===== config.mk =====
export PLATFORM = sky130hd
export DESIGN_NAME = device_presence_table
export DESIGN_NICKNAME = d
export VERILOG_FILES = /design/src/rtl/dpt_pkg.sv /design/src/rtl/device_presence_table.sv /design/src/rtl/dpt_ram.sv /design/src/rtl/dpt_stats.sv /design/src/rtl/dpt_ctrl.sv
export SDC_FILE = /design/constraint.sdc
export NUM_CORES = 2
export LEC_CHECK = 0
export BUFFER_PORTS_ARGS = -buffer_cell sky130_fd_sc_hd__buf_4
export CAP_MARGIN = 20
export CORE_MARGIN = 2
export CORE_UTILIZATION = 45
export DETAILED_ROUTE_END_ITERATION = 12
export SETUP_SLACK_MARGIN = 0.5
export SLEW_MARGIN = 5
export SYNTH_ARGS = -nofsm -noshare
export SYNTH_HDL_FRONTEND = slang
export SYNTH_SLANG_ARGS = --single-unit

===== constraint.sdc =====
create_clock -name clk -period 7.3 [get_ports clk]
set_input_delay 0.365 -clock clk [delete_from_list [all_inputs] [get_ports clk]]
set_output_delay 0.365 -clock clk [all_outputs]
set_load 0.01 [all_outputs]

===== src/rtl/dpt_pkg.sv =====
// ----------------------------------------------------------------------------
// Device presence table: shared definitions
// Table sizing, command and status codes, the stored entry layout and the
// structures passed between the sequencer, the totals block and the top level.
// ----------------------------------------------------------------------------
package dpt_pkg;

  // Table sizing and derived widths.
  localparam int TABLE_DEPTH = 32;
  localparam int IDX_W       = (TABLE_DEPTH > 1) ? $clog2(TABLE_DEPTH) : 1;
  localparam int CNT_W       = $clog2(TABLE_DEPTH + 1);

  // Fixed field widths of the ports.
  localparam int CMD_W    = 2;
  localparam int BYTE_W   = 8;
  localparam int TIME_W   = 32;
  localparam int STATUS_W = 4;
  localparam int ALERT_W  = 2;
  localparam int COUNT_W  = 6;

  localparam logic [BYTE_W-1:0] ID_MAX       = 8'd247;
  localparam logic [BYTE_W-1:0] SRC_MANUAL   = 8'd1;
  localparam logic [BYTE_W-1:0] SRC_FAILSAFE = 8'd2;
  localparam logic [TIME_W-1:0] TIMEOUT_RESET = 32'd310000;

  typedef enum logic [CMD_W-1:0] {
    CMD_ADD    = 2'd0,
    CMD_REPORT = 2'd1,
    CMD_SWEEP  = 2'd2,
    CMD_LOOKUP = 2'd3
  } cmd_t;

  typedef enum logic [STATUS_W-1:0] {
    RS_ADDED        = 4'd0,
    RS_UPDATED      = 4'd1,
    RS_CAME_ONLINE  = 4'd2,
    RS_FULL         = 4'd3,
    RS_DUPLICATE    = 4'd4,
    RS_NOT_FOUND    = 4'd5,
    RS_BAD_ID       = 4'd6,
    RS_FOUND        = 4'd7,
    RS_WENT_OFFLINE = 4'd8,
    RS_SWEEP_DONE   = 4'd9
  } status_t;

  typedef enum logic [ALERT_W-1:0] {
    AL_NONE    = 2'd0,
    AL_WARNING = 2'd1,
    AL_ERROR   = 2'd2
  } alert_t;

  typedef enum logic [1:0] {
    S_IDLE,
    S_SCAN,
    S_SWEEP1,
    S_SWEEP2
  } state_t;

  // One stored table entry.
  typedef struct packed {
    logic [BYTE_W-1:0] id;
    logic [BYTE_W-1:0] profile;
    logic              online;
    logic [BYTE_W-1:0] relays;
    logic [BYTE_W-1:0] source;
    logic [TIME_W-1:0] last_seen;
  } entry_t;

  localparam int ENTRY_W = $bits(entry_t);

  // Result transaction from the sequencer, before the totals are attached.
  typedef struct packed {
    logic              valid;
    status_t           status;
    logic [BYTE_W-1:0] id;
    logic              online;
    logic [BYTE_W-1:0] profile;
    logic [BYTE_W-1:0] relays;
    logic [BYTE_W-1:0] source;
    alert_t            alert;
    logic              last;
  } res_t;

  // Changes to the table totals caused by one step.
  typedef struct packed {
    logic              add;
    logic              report;
    logic              was_off;
    logic [BYTE_W-1:0] old_src;
    logic [BYTE_W-1:0] new_src;
    logic              sweep_sub;
    logic [CNT_W-1:0]  off_cnt;
  } stats_upd_t;

  typedef struct packed {
    logic [CNT_W-1:0] total;
    logic [CNT_W-1:0] online;
    logic [CNT_W-1:0] manual;
    logic [CNT_W-1:0] failsafe;
  } counts_t;

endpackage


===== src/rtl/device_presence_table.sv =====
// ----------------------------------------------------------------------------
// Device presence table
// Table of registered devices with add, status report, timeout sweep and
// lookup commands; all entries live in one entry memory.
// ----------------------------------------------------------------------------
// Usage:
//   A command transaction is taken at a rising edge with start high and busy
//   low; the in_ ports are sampled at that edge. Every result transaction is
//   shown on the out_ ports for one cycle with out_strobe high, and out_last
//   marks the final result of a command. The receiver cannot stall results.
//   Add, status report and lookup give one result. A rejection that needs no
//   table access (full table, bad id) appears in the next cycle and leaves
//   the block free. Otherwise the entries are read one per cycle from the
//   memory up to the match or the last registered entry, and busy falls as
//   the result appears. A sweep reads the table twice (a counting pass, then
//   the pass that marks entries offline and reports them), one entry at a
//   time through the single memory read port. cfg_write_en / cfg_write_data
//   load the offline timeout; the user is to write it only while idle, as
//   the block itself does not enforce this.
//   Reset empties the table and loads the timeout with its default; the
//   memory needs no clearing, since only registered entries are read.
// ----------------------------------------------------------------------------
module device_presence_table import dpt_pkg::*; (
  input  logic                clk,
  input  logic                rst_n,
  input  logic                start,
  output logic                busy,
  input  logic [CMD_W-1:0]    in_command,
  input  logic [BYTE_W-1:0]   in_device_id,
  input  logic [BYTE_W-1:0]   in_profile,
  input  logic [BYTE_W-1:0]   in_relay_state,
  input  logic [BYTE_W-1:0]   in_control_source,
  input  logic [TIME_W-1:0]   in_now_ms,
  output logic                out_strobe,
  output logic [STATUS_W-1:0] out_status,
  output logic [BYTE_W-1:0]   out_result_id,
  output logic                out_is_online,
  output logic [BYTE_W-1:0]   out_entry_profile,
  output logic [BYTE_W-1:0]   out_entry_relays,
  output logic [BYTE_W-1:0]   out_entry_source,
  output logic [ALERT_W-1:0]  out_alert_level,
  output logic [COUNT_W-1:0]  out_total_count,
  output logic [COUNT_W-1:0]  out_online_count,
  output logic [COUNT_W-1:0]  out_manual_count,
  output logic [COUNT_W-1:0]  out_failsafe_count,
  output logic                out_last,
  input  logic                cfg_write_en,
  input  logic [TIME_W-1:0]   cfg_write_data
);

  logic [TIME_W-1:0] timeout_r;
  logic [IDX_W-1:0]  ram_raddr, ram_waddr;
  logic              ram_we;
  entry_t            ram_rdata, ram_wdata;
  logic [ENTRY_W-1:0] ram_rdata_bits;
  res_t              res;
  stats_upd_t        upd;
  counts_t           cnt, cnt_nxt;
  logic              strobe_r;
  res_t              res_r;
  counts_t           cnt_out_r;

  // Offline timeout register.
  always_ff @(posedge clk) begin
    if (!rst_n) begin
      timeout_r <= TIMEOUT_RESET;
    end else if (cfg_write_en) begin
      timeout_r <= cfg_write_data;
    end
  end

  dpt_ctrl u_ctrl (
    .clk               (clk),
    .rst_n             (rst_n),
    .start             (start),
    .busy              (busy),
    .in_command        (in_command),
    .in_device_id      (in_device_id),
    .in_profile        (in_profile),
    .in_relay_state    (in_relay_state),
    .in_control_source (in_control_source),
    .in_now_ms         (in_now_ms),
    .timeout           (timeout_r),
    .used              (cnt.total),
    .ram_raddr         (ram_raddr),
    .ram_rdata         (ram_rdata),
    .ram_we            (ram_we),
    .ram_waddr         (ram_waddr),
    .ram_wdata         (ram_wdata),
    .res               (res),
    .upd               (upd)
  );

  dpt_stats u_stats (
    .clk     (clk),
    .rst_n   (rst_n),
    .upd     (upd),
    .cnt     (cnt),
    .cnt_nxt (cnt_nxt)
  );

  dpt_ram #(
    .WIDTH (ENTRY_W),
    .DEPTH (TABLE_DEPTH)
  ) u_entry_ram (
    .clk   (clk),
    .we    (ram_we),
    .waddr (ram_waddr),
    .wdata (ram_wdata),
    .raddr (ram_raddr),
    .rdata (ram_rdata_bits)
  );

  assign ram_rdata = entry_t'(ram_rdata_bits);

  // Result register: the totals taken are those after the step's changes.
  always_ff @(posedge clk) begin
    if (!rst_n) begin
      strobe_r <= 1'b0;
    end else begin
      strobe_r <= res.valid;
    end
  end

  always_ff @(posedge clk) begin
    if (res.valid) begin
      res_r     <= res;
      cnt_out_r <= cnt_nxt;
    end
  end

  assign out_strobe         = strobe_r;
  assign out_status         = res_r.status;
  assign out_result_id      = res_r.id;
  assign out_is_online      = res_r.online;
  assign out_entry_profile  = res_r.profile;
  assign out_entry_relays   = res_r.relays;
  assign out_entry_source   = res_r.source;
  assign out_alert_level    = res_r.alert;
  assign out_last           = res_r.last;
  assign out_total_count    = COUNT_W'(cnt_out_r.total);
  assign out_online_count   = COUNT_W'(cnt_out_r.online);
  assign out_manual_count   = COUNT_W'(cnt_out_r.manual);
  assign out_failsafe_count = COUNT_W'(cnt_out_r.failsafe);

  // The final result of a command is shown only once the block is free.
  a_last_frees: assert property (@(posedge clk) disable iff (!rst_n)
    (out_strobe && out_last) |-> !busy)
    else $error("final result shown while still busy");

endmodule


===== src/rtl/dpt_ram.sv =====
// ----------------------------------------------------------------------------
// Generic RAM
// One write port and one read port, with the read data registered.
// ----------------------------------------------------------------------------
module dpt_ram #(
  parameter int  WIDTH = 8,
  parameter int  DEPTH = 32,
  localparam int AW    = (DEPTH > 1) ? $clog2(DEPTH) : 1
) (
  input  logic             clk,
  input  logic             we,
  input  logic [AW-1:0]    waddr,
  input  logic [WIDTH-1:0] wdata,
  input  logic [AW-1:0]    raddr,
  output logic [WIDTH-1:0] rdata
);

  logic [WIDTH-1:0] mem_r [DEPTH];
  logic [WIDTH-1:0] rdata_r;

  // Write port and registered read port.
  always_ff @(posedge clk) begin
    if (we) begin
      mem_r[waddr] <= wdata;
    end
    rdata_r <= mem_r[raddr];
  end

  assign rdata = rdata_r;

endmodule


===== src/rtl/dpt_stats.sv =====
// ----------------------------------------------------------------------------
// Device presence table: totals
// Keeps the registered, online, manual and failsafe counts up to date from
// the changes that each step reports, and offers their next values.
// ----------------------------------------------------------------------------
module dpt_stats import dpt_pkg::*; (
  input  logic       clk,
  input  logic       rst_n,
  input  stats_upd_t upd,
  output counts_t    cnt,
  output counts_t    cnt_nxt
);

  counts_t cnt_r;

  // Next totals: an add grows the table, a report may move an entry online
  // and between sources, and the end of the first sweep pass takes the
  // expired entries off the online count.
  always_comb begin
    cnt_nxt.total    = cnt_r.total + CNT_W'(upd.add);
    cnt_nxt.online   = cnt_r.online + CNT_W'(upd.report && upd.was_off)
                       - (upd.sweep_sub ? upd.off_cnt : '0);
    cnt_nxt.manual   = cnt_r.manual
                       - CNT_W'(upd.report && (upd.old_src == SRC_MANUAL))
                       + CNT_W'(upd.report && (upd.new_src == SRC_MANUAL));
    cnt_nxt.failsafe = cnt_r.failsafe
                       - CNT_W'(upd.report && (upd.old_src == SRC_FAILSAFE))
                       + CNT_W'(upd.report && (upd.new_src == SRC_FAILSAFE));
  end

  always_ff @(posedge clk) begin
    if (!rst_n) begin
      cnt_r <= '0;
    end else begin
      cnt_r <= cnt_nxt;
    end
  end

  assign cnt = cnt_r;

  // The online count never exceeds the number of registered devices.
  a_online_le_total: assert property (@(posedge clk) disable iff (!rst_n)
    cnt_r.online <= cnt_r.total)
    else $error("online count exceeds registered count");

  // An entry is manual or failsafe, never both.
  a_sources_le_total: assert property (@(posedge clk) disable iff (!rst_n)
    ({1'b0, cnt_r.manual} + {1'b0, cnt_r.failsafe}) <= {1'b0, cnt_r.total})
    else $error("manual and failsafe counts exceed registered count");

endmodule


===== src/rtl/dpt_ctrl.sv =====
// ----------------------------------------------------------------------------
// Device presence table: sequencer
// Latches a command, scans the entry memory with a one-deep read pipeline,
// modifies and writes back entries, and produces the result transactions.
// ----------------------------------------------------------------------------
module dpt_ctrl import dpt_pkg::*; (
  input  logic               clk,
  input  logic               rst_n,
  input  logic               start,
  output logic               busy,
  input  logic [CMD_W-1:0]   in_command,
  input  logic [BYTE_W-1:0]  in_device_id,
  input  logic [BYTE_W-1:0]  in_profile,
  input  logic [BYTE_W-1:0]  in_relay_state,
  input  logic [BYTE_W-1:0]  in_control_source,
  input  logic [TIME_W-1:0]  in_now_ms,
  input  logic [TIME_W-1:0]  timeout,
  input  logic [CNT_W-1:0]   used,
  output logic [IDX_W-1:0]   ram_raddr,
  input  entry_t             ram_rdata,
  output logic               ram_we,
  output logic [IDX_W-1:0]   ram_waddr,
  output entry_t             ram_wdata,
  output res_t               res,
  output stats_upd_t         upd
);

  state_t            state_r, state_nxt;
  cmd_t              cmd_r;
  logic [BYTE_W-1:0] id_r, prof_r, relay_r, src_r;
  logic [TIME_W-1:0] now_r;
  logic [CNT_W-1:0]  rd_idx_r, rd_idx_nxt;
  logic [IDX_W-1:0]  pidx_r, pidx_nxt;
  logic              pv_r, pv_nxt;
  logic [CNT_W-1:0]  off_cnt_r, off_cnt_nxt;

  cmd_t              in_cmd;
  logic              accept;
  logic              id_ok;
  logic              table_full;
  logic              more;
  logic              fin;
  logic              hit;
  logic [TIME_W-1:0] age;
  logic              expired;
  alert_t            rep_alert;

  // Command decode and scan status.
  assign in_cmd     = cmd_t'(in_command);
  assign accept     = start && (state_r == S_IDLE);
  assign busy       = (state_r != S_IDLE);
  assign id_ok      = (in_device_id != '0) && (in_device_id <= ID_MAX);
  assign table_full = (used >= CNT_W'(TABLE_DEPTH));
  assign more       = (rd_idx_r < used);
  assign fin        = !pv_r && !more;
  assign hit        = pv_r && (ram_rdata.id == id_r);
  assign age        = now_r - ram_rdata.last_seen;
  assign expired    = pv_r && ram_rdata.online && (age > timeout);
  assign ram_raddr  = rd_idx_r[IDX_W-1:0];

  // Alert raised by a status report whose control source changed to manual (warning) or failsafe (error).
  always_comb begin
    rep_alert = AL_NONE;
    if (ram_rdata.source != src_r) begin
      if (src_r == SRC_MANUAL) begin
        rep_alert = AL_WARNING;
      end else if (src_r == SRC_FAILSAFE) begin
        rep_alert = AL_ERROR;
      end
    end
  end

  // Next state.
  always_comb begin
    state_nxt = state_r;
    unique case (state_r)
      S_IDLE: begin
        if (accept) begin
          unique case (in_cmd)
            CMD_ADD: begin
              if (!table_full && id_ok) state_nxt = S_SCAN;
            end
            CMD_REPORT, CMD_LOOKUP: begin
              if (id_ok) state_nxt = S_SCAN;
            end
            CMD_SWEEP: begin
              state_nxt = S_SWEEP1;
            end
          endcase
        end
      end
      S_SCAN: begin
        if (hit || fin) state_nxt = S_IDLE;
      end
      S_SWEEP1: begin
        if (fin) state_nxt = S_SWEEP2;
      end
      S_SWEEP2: begin
        if (fin) state_nxt = S_IDLE;
      end
    endcase
  end

  // Outputs: read pipeline, memory write-back, results and total changes.
  always_comb begin
    res         = '0;
    upd         = '0;
    ram_we      = 1'b0;
    ram_waddr   = pidx_r;
    ram_wdata   = ram_rdata;
    rd_idx_nxt  = rd_idx_r;
    pidx_nxt    = pidx_r;
    pv_nxt      = 1'b0;
    off_cnt_nxt = off_cnt_r;

    // Issue the next read while a scan is running.
    if ((state_r != S_IDLE) && more) begin
      rd_idx_nxt = rd_idx_r + CNT_W'(1);
      pidx_nxt   = rd_idx_r[IDX_W-1:0];
      pv_nxt     = 1'b1;
    end

    unique case (state_r)
      S_IDLE: begin
        rd_idx_nxt  = '0;
        off_cnt_nxt = '0;
        // Rejections that need no table access answer at once.
        if (accept) begin
          unique case (in_cmd)
            CMD_ADD: begin
              if (table_full) begin
                res.valid  = 1'b1;
                res.status = RS_FULL;
                res.id     = in_device_id;
                res.last   = 1'b1;
              end else if (!id_ok) begin
                res.valid  = 1'b1;
                res.status = RS_BAD_ID;
                res.id     = in_device_id;
                res.last   = 1'b1;
              end
            end
            CMD_REPORT, CMD_LOOKUP: begin
              if (!id_ok) begin
                res.valid  = 1'b1;
                res.status = RS_BAD_ID;
                res.id     = in_device_id;
                res.last   = 1'b1;
              end
            end
            CMD_SWEEP: begin
            end
          endcase
        end
      end

      S_SCAN: begin
        if (hit) begin
          res.valid   = 1'b1;
          res.id      = id_r;
          res.online  = ram_rdata.online;
          res.profile = ram_rdata.profile;
          res.relays  = ram_rdata.relays;
          res.source  = ram_rdata.source;
          res.last    = 1'b1;
          case (cmd_r)
            CMD_ADD: begin
              res.status = RS_DUPLICATE;
            end
            CMD_LOOKUP: begin
              res.status = RS_FOUND;
            end
            CMD_REPORT: begin
              // Refresh the entry and write it back in place.
              ram_we              = 1'b1;
              ram_wdata.online    = 1'b1;
              ram_wdata.relays    = relay_r;
              ram_wdata.source    = src_r;
              ram_wdata.last_seen = now_r;
              res.status  = ram_rdata.online ? RS_UPDATED : RS_CAME_ONLINE;
              res.online  = 1'b1;
              res.relays  = relay_r;
              res.source  = src_r;
              res.alert   = rep_alert;
              upd.report  = 1'b1;
              upd.was_off = !ram_rdata.online;
              upd.old_src = ram_rdata.source;
              upd.new_src = src_r;
            end
            default: begin
              res.valid = 1'b0;
            end
          endcase
        end else if (fin) begin
          res.valid = 1'b1;
          res.id    = id_r;
          res.last  = 1'b1;
          case (cmd_r)
            CMD_ADD: begin
              // Append a fresh entry behind the used ones.
              ram_we              = 1'b1;
              ram_waddr           = used[IDX_W-1:0];
              ram_wdata           = '0;
              ram_wdata.id        = id_r;
              ram_wdata.profile   = prof_r;
              ram_wdata.last_seen = now_r;
              res.status  = RS_ADDED;
              res.profile = prof_r;
              upd.add     = 1'b1;
            end
            default: begin
              res.status = RS_NOT_FOUND;
            end
          endcase
        end
      end

      S_SWEEP1: begin
        // First pass only counts, so that every result carries final totals.
        if (expired) begin
          off_cnt_nxt = off_cnt_r + CNT_W'(1);
        end
        if (fin) begin
          upd.sweep_sub = 1'b1;
          upd.off_cnt   = off_cnt_r;
          rd_idx_nxt    = '0;
        end
      end

      S_SWEEP2: begin
        // Second pass marks the expired entries offline and reports each.
        if (expired) begin
          ram_we           = 1'b1;
          ram_wdata.online = 1'b0;
          res.valid   = 1'b1;
          res.status  = RS_WENT_OFFLINE;
          res.id      = ram_rdata.id;
          res.profile = ram_rdata.profile;
          res.relays  = ram_rdata.relays;
          res.source  = ram_rdata.source;
          res.alert   = AL_WARNING;
        end else if (fin) begin
          res.valid  = 1'b1;
          res.status = RS_SWEEP_DONE;
          res.last   = 1'b1;
        end
      end
    endcase
  end

  // Control registers.
  always_ff @(posedge clk) begin
    if (!rst_n) begin
      state_r   <= S_IDLE;
      rd_idx_r  <= '0;
      pidx_r    <= '0;
      pv_r      <= 1'b0;
      off_cnt_r <= '0;
    end else begin
      state_r   <= state_nxt;
      rd_idx_r  <= rd_idx_nxt;
      pidx_r    <= pidx_nxt;
      pv_r      <= pv_nxt;
      off_cnt_r <= off_cnt_nxt;
    end
  end

  // Command fields, held for the whole transaction.
  always_ff @(posedge clk) begin
    if (accept) begin
      cmd_r   <= in_cmd;
      id_r    <= in_device_id;
      prof_r  <= in_profile;
      relay_r <= in_relay_state;
      src_r   <= in_control_source;
      now_r   <= in_now_ms;
    end
  end

  // The memory is only written while scanning or ending a sweep.
  a_write_states: assert property (@(posedge clk) disable iff (!rst_n)
    ram_we |-> (state_r == S_SCAN || state_r == S_SWEEP2))
    else $error("entry memory written outside a scan");

  // A read in flight always concerns a used entry.
  a_read_in_use: assert property (@(posedge clk) disable iff (!rst_n)
    pv_r |-> (CNT_W'(pidx_r) < used))
    else $error("read in flight beyond the used entries");

endmodule

==> results.json <==
{
  "status": "complete, no violations",
  "detailedRoute.firstIterationViolations": 5403,
  "post_synth_inst_count": 4272,
  "relSlewSlack_pct": 24.8,
  "drive_gt1_share_pct": 29.9,
  "finalSetupViolCount": 0,
  "portBuffers": 167,
  "hold_path.class": "primary input to flop",
  "drt-total-wl_um": 240000,
  "total_power_divided_by_cell_area_mw_per_mm2": 265,
  "report.final.slew_viol_count": 0,
  "synth.yosys.warnings": 0,
  "cts_num_sinks": 2352,
  "placed_area_mm2": 0.0976,
  "async_sr_flop_fraction_pct": 0,
  "grt_overflow": 0,
  "synth_cell_types": 63,
  "crit_path_max_fanout": 34,
  "initial_utilization_pct": 45.3,
  "ys.flop_type": "sky130_fd_sc_hd__edfxtp_1",
  "vias": 45100,
  "insertion_delay_ns": 0.87,
  "syn_avg_cell_area_um2": 21.5,
  "cts-buffers-inserted": 232,
  "tritoncts": "yes",
  "path_class": "flop to flop",
  "final_period_minus_worst_setup_slack_ns": 6.55,
  "clock-skew-final_ns": 0.0521,
  "timing.fmax_mhz": 153,
  "grt_antenna_before_repair": 13,
  "max-clock-path-buffers": 3,
  "synth_enable_flop_cells": 2210,
  "finish.instance_area_mm2": 0.106,
  "detail_route.wl_per_cell_um": 31.4,
  "all_layer_gr_usage_pct": 23.0,
  "dp_hpwl_um": 150000,
  "setup_repair_after_global_routing_missed_its_margin": "true",
  "worst_ep_required_time_ns": 7.76,
  "ys_ff_latch": 2352,
  "viasPerCell": 5.90,
  "cts-htree-levels": 4,
  "max-cap-violations": 0,
  "startpoint_type": "flop",
  "cts_setup_buffers": 0,
  "remaining_drc_errors": 0,
  "grt_pass1_vias": 44900,
  "final_hold_viol_count": 0,
  "synth-seq-area-share_pct": 75.4,
  "worst_slew_pin_slew_ns": 1.12,
  "p_leak_uw": 0.0336,
  "netlist_area_mm2": 0.0918,
  "finalCritPeriodShare_pct": 89.7,
  "synthToLayoutAreaGrowth_pct": 15.9,
  "timing.critical_path.to_type": "flop",
  "pin_count": 168,
  "maximum_vdd_drop_uv": 249,
  "dieWidth_um": 456,
  "core.rowCount": 165,
  "die_area_mm2": 0.208,
  "core-area_mm2": 0.203,
  "die_height_um": 456,
  "grt_max_degree": 151,
  "total_power_draw_uw": 28200,
  "post_drt_antenna_nets": 0,
  "setup_slack_on_the_worst_flop_to_flop_path_ns": 0.75,
  "clockRootBuffer": "sky130_fd_sc_hd__clkbuf_16",
  "wire_length_of_the_first_global_routing_pass_um": 342000,
  "cts.reportedPaths.clkPinSlew_ns": 0.06,
  "final_net_count": 4954,
  "dr.pass1.iters": 5,
  "syn-num-nets": 4475,
  "crit_arrival_ns": 7.01,
  "routabilityCongestion": 0.853
}
==> cells by family after synthesis <==
family / after synthesis / share of synthesized area, %
flip-flops: 2352 / 75.4
multiplexers: 744 / 17.1
AND/OR/NAND/NOR: 432 / 2.20
buffers and inverters: 311 / 1.35
AO/OA/AOI/OAI: 265 / 1.98
adder cells (fa/ha/maj): 101 / 1.41
XOR/XNOR: 67 / 0.639
==> layer usage <==
metal / track usage [%] / vias to the layer above / part of all wire, %
li1: - / 18700 / -
met1: 33.9 / 24400 / 43
met2: 36.5 / 1721 / 48
met3: 3.32 / 284 / 6.6
met4: 5.66 / 2 / 2.4
met5: 0 / - / 0.0054
==> state kept, by name (all words and copies together) (netlist names), 24 cells and up <==
name               count
u_entry_ram.rdata     65
timeout_r             32
u_ctrl.now_r          32
u_stats.cnt           24
u_entry_ram.mem_r   2080
==> worst paths after layout <==
path                         from                         to  depth (start not counted)
setup / recovery  u_ctrl.now_r[0]  u_entry_ram.mem_r[18][35]                         26
setup reg to reg  u_ctrl.now_r[0]  u_entry_ram.mem_r[18][35]                         26
hold / removal       cfg_write_en               timeout_r[9]                          2
hold reg to reg     timeout_r[11]              timeout_r[11]                          2
==> final cells by class <==
type	instances	area [µm²]
Multi-Input combinational cell	1609	21800
Fill cell	15600	96100
Timing Repair Buffer	441	3920
Tap cell	2672	3340
Clock buffer	294	6200
Clock inverter	144	1450
Antenna cell	21	52.6
Sequential cell	2352	69200
Inverter	115	434
==> cell usage in the layout, fill, tap and decap left out, types with 32 or more instances in the layout <==
cell                            count
sky130_fd_sc_hd__a21oi_1           46
sky130_fd_sc_hd__xnor2_1           45
sky130_fd_sc_hd__edfxtp_1        2210
sky130_fd_sc_hd__mux4_2           650
sky130_fd_sc_hd__nor2b_1           43
sky130_fd_sc_hd__nor2_4            33
sky130_fd_sc_hd__nor2_1            63
sky130_fd_sc_hd__a21o_1            32
sky130_fd_sc_hd__dfxtp_1          137
sky130_fd_sc_hd__nand2_1          162
sky130_fd_sc_hd__inv_1            113
sky130_fd_sc_hd__buf_4            307
sky130_fd_sc_hd__clkinv_2          45
sky130_fd_sc_hd__clkbuf_1          47
sky130_fd_sc_hd__clkinv_1          41
sky130_fd_sc_hd__mux2_2            65
sky130_fd_sc_hd__dlygate4sd3_1    106
sky130_fd_sc_hd__ha_1              97
sky130_fd_sc_hd__clkbuf_16        234
==> where the power goes <==
group | switching [µW] | leakage, µW | internal (µW)
clock network | 5120 | 0.00372 | 6800
logic | 861 | 0.00872 | 420
registers | 65.3 | 0.0211 | 15000
==> cells in the mapped netlist (all sizes together) (7+ instances only) <==
master	instances	area, µm²
a31oi	12	87.6
a21oi	47	239
and2	26	163
mux2i	29	290
nor2b	43	269
o211ai	19	148
xor2	22	193
ha	97	1210
buf	67	322
nand3	30	150
a21o	32	240
nor2	96	363
a22o	33	289
nand4	12	75.1
xnor2	45	394
mux4	650	14600
a41oi	7	61.3
inv	115	432
clkbuf	129	484
nand2	164	616
dfxtp	142	2840
mux2	65	732
and3	10	62.6
edfxtp	2210	66400
nor4	11	68.8
o21ai	58	290
a22oi	10	75.1
nand2b	9	56.3
nor3	14	70.1
a211oi	11	87.6
==> through the flow <==
step	std cells	hold slack (ns)	util (%)	setup TNS [ns]	setup WS (ns)
after floorplan	4272	0.461	-	-838.98	-0.436
after global placement	7077	0.480	48.2	0	0.422
after detailed placement	7079	0.485	48.2	0	0.432
after CTS	7623	0.000969	52.5	0	0.500
after global routing	7642	0.0503	52.6	0	0.443
final	7648	0.0799	52.6	0	0.754
==> repair_timing <==
action,CTS,global route
hold endpoints to repair,108,0
hold buffers,106,0
setup endpoints to repair,473,1529
resized for setup,2,9
pin swaps,0,0
cloned,0,1
==> critical path, cell delays in order (launching register included) <==
cell,delay [ns]
sky130_fd_sc_hd__edfxtp_1,0.36
sky130_fd_sc_hd__inv_1,0.08
sky130_fd_sc_hd__ha_1,0.16
sky130_fd_sc_hd__inv_1,0.06
sky130_fd_sc_hd__fa_1,0.42
sky130_fd_sc_hd__a211oi_1,0.23
sky130_fd_sc_hd__nor2_1,0.13
sky130_fd_sc_hd__o2111a_1,0.31
sky130_fd_sc_hd__o211ai_2,0.25
sky130_fd_sc_hd__a31oi_1,0.17
sky130_fd_sc_hd__or4_1,0.45
sky130_fd_sc_hd__a31o_1,0.23
sky130_fd_sc_hd__a21oi_2,0.14
sky130_fd_sc_hd__xnor2_1,0.09
sky130_fd_sc_hd__ha_1,0.29
sky130_fd_sc_hd__nand4_1,0.08
sky130_fd_sc_hd__nor2_1,0.26
sky130_fd_sc_hd__nand2_1,0.11
sky130_fd_sc_hd__nor3_1,0.29
sky130_fd_sc_hd__o31ai_1,0.15
sky130_fd_sc_hd__and3_1,0.31
sky130_fd_sc_hd__o21ai_1,0.20
sky130_fd_sc_hd__buf_4,0.20
sky130_fd_sc_hd__a31oi_2,0.10
sky130_fd_sc_hd__buf_4,0.23
sky130_fd_sc_hd__nor2_4,0.26
sky130_fd_sc_hd__buf_4,0.53
No activity file was read; power rests on OpenSTA's default activity.
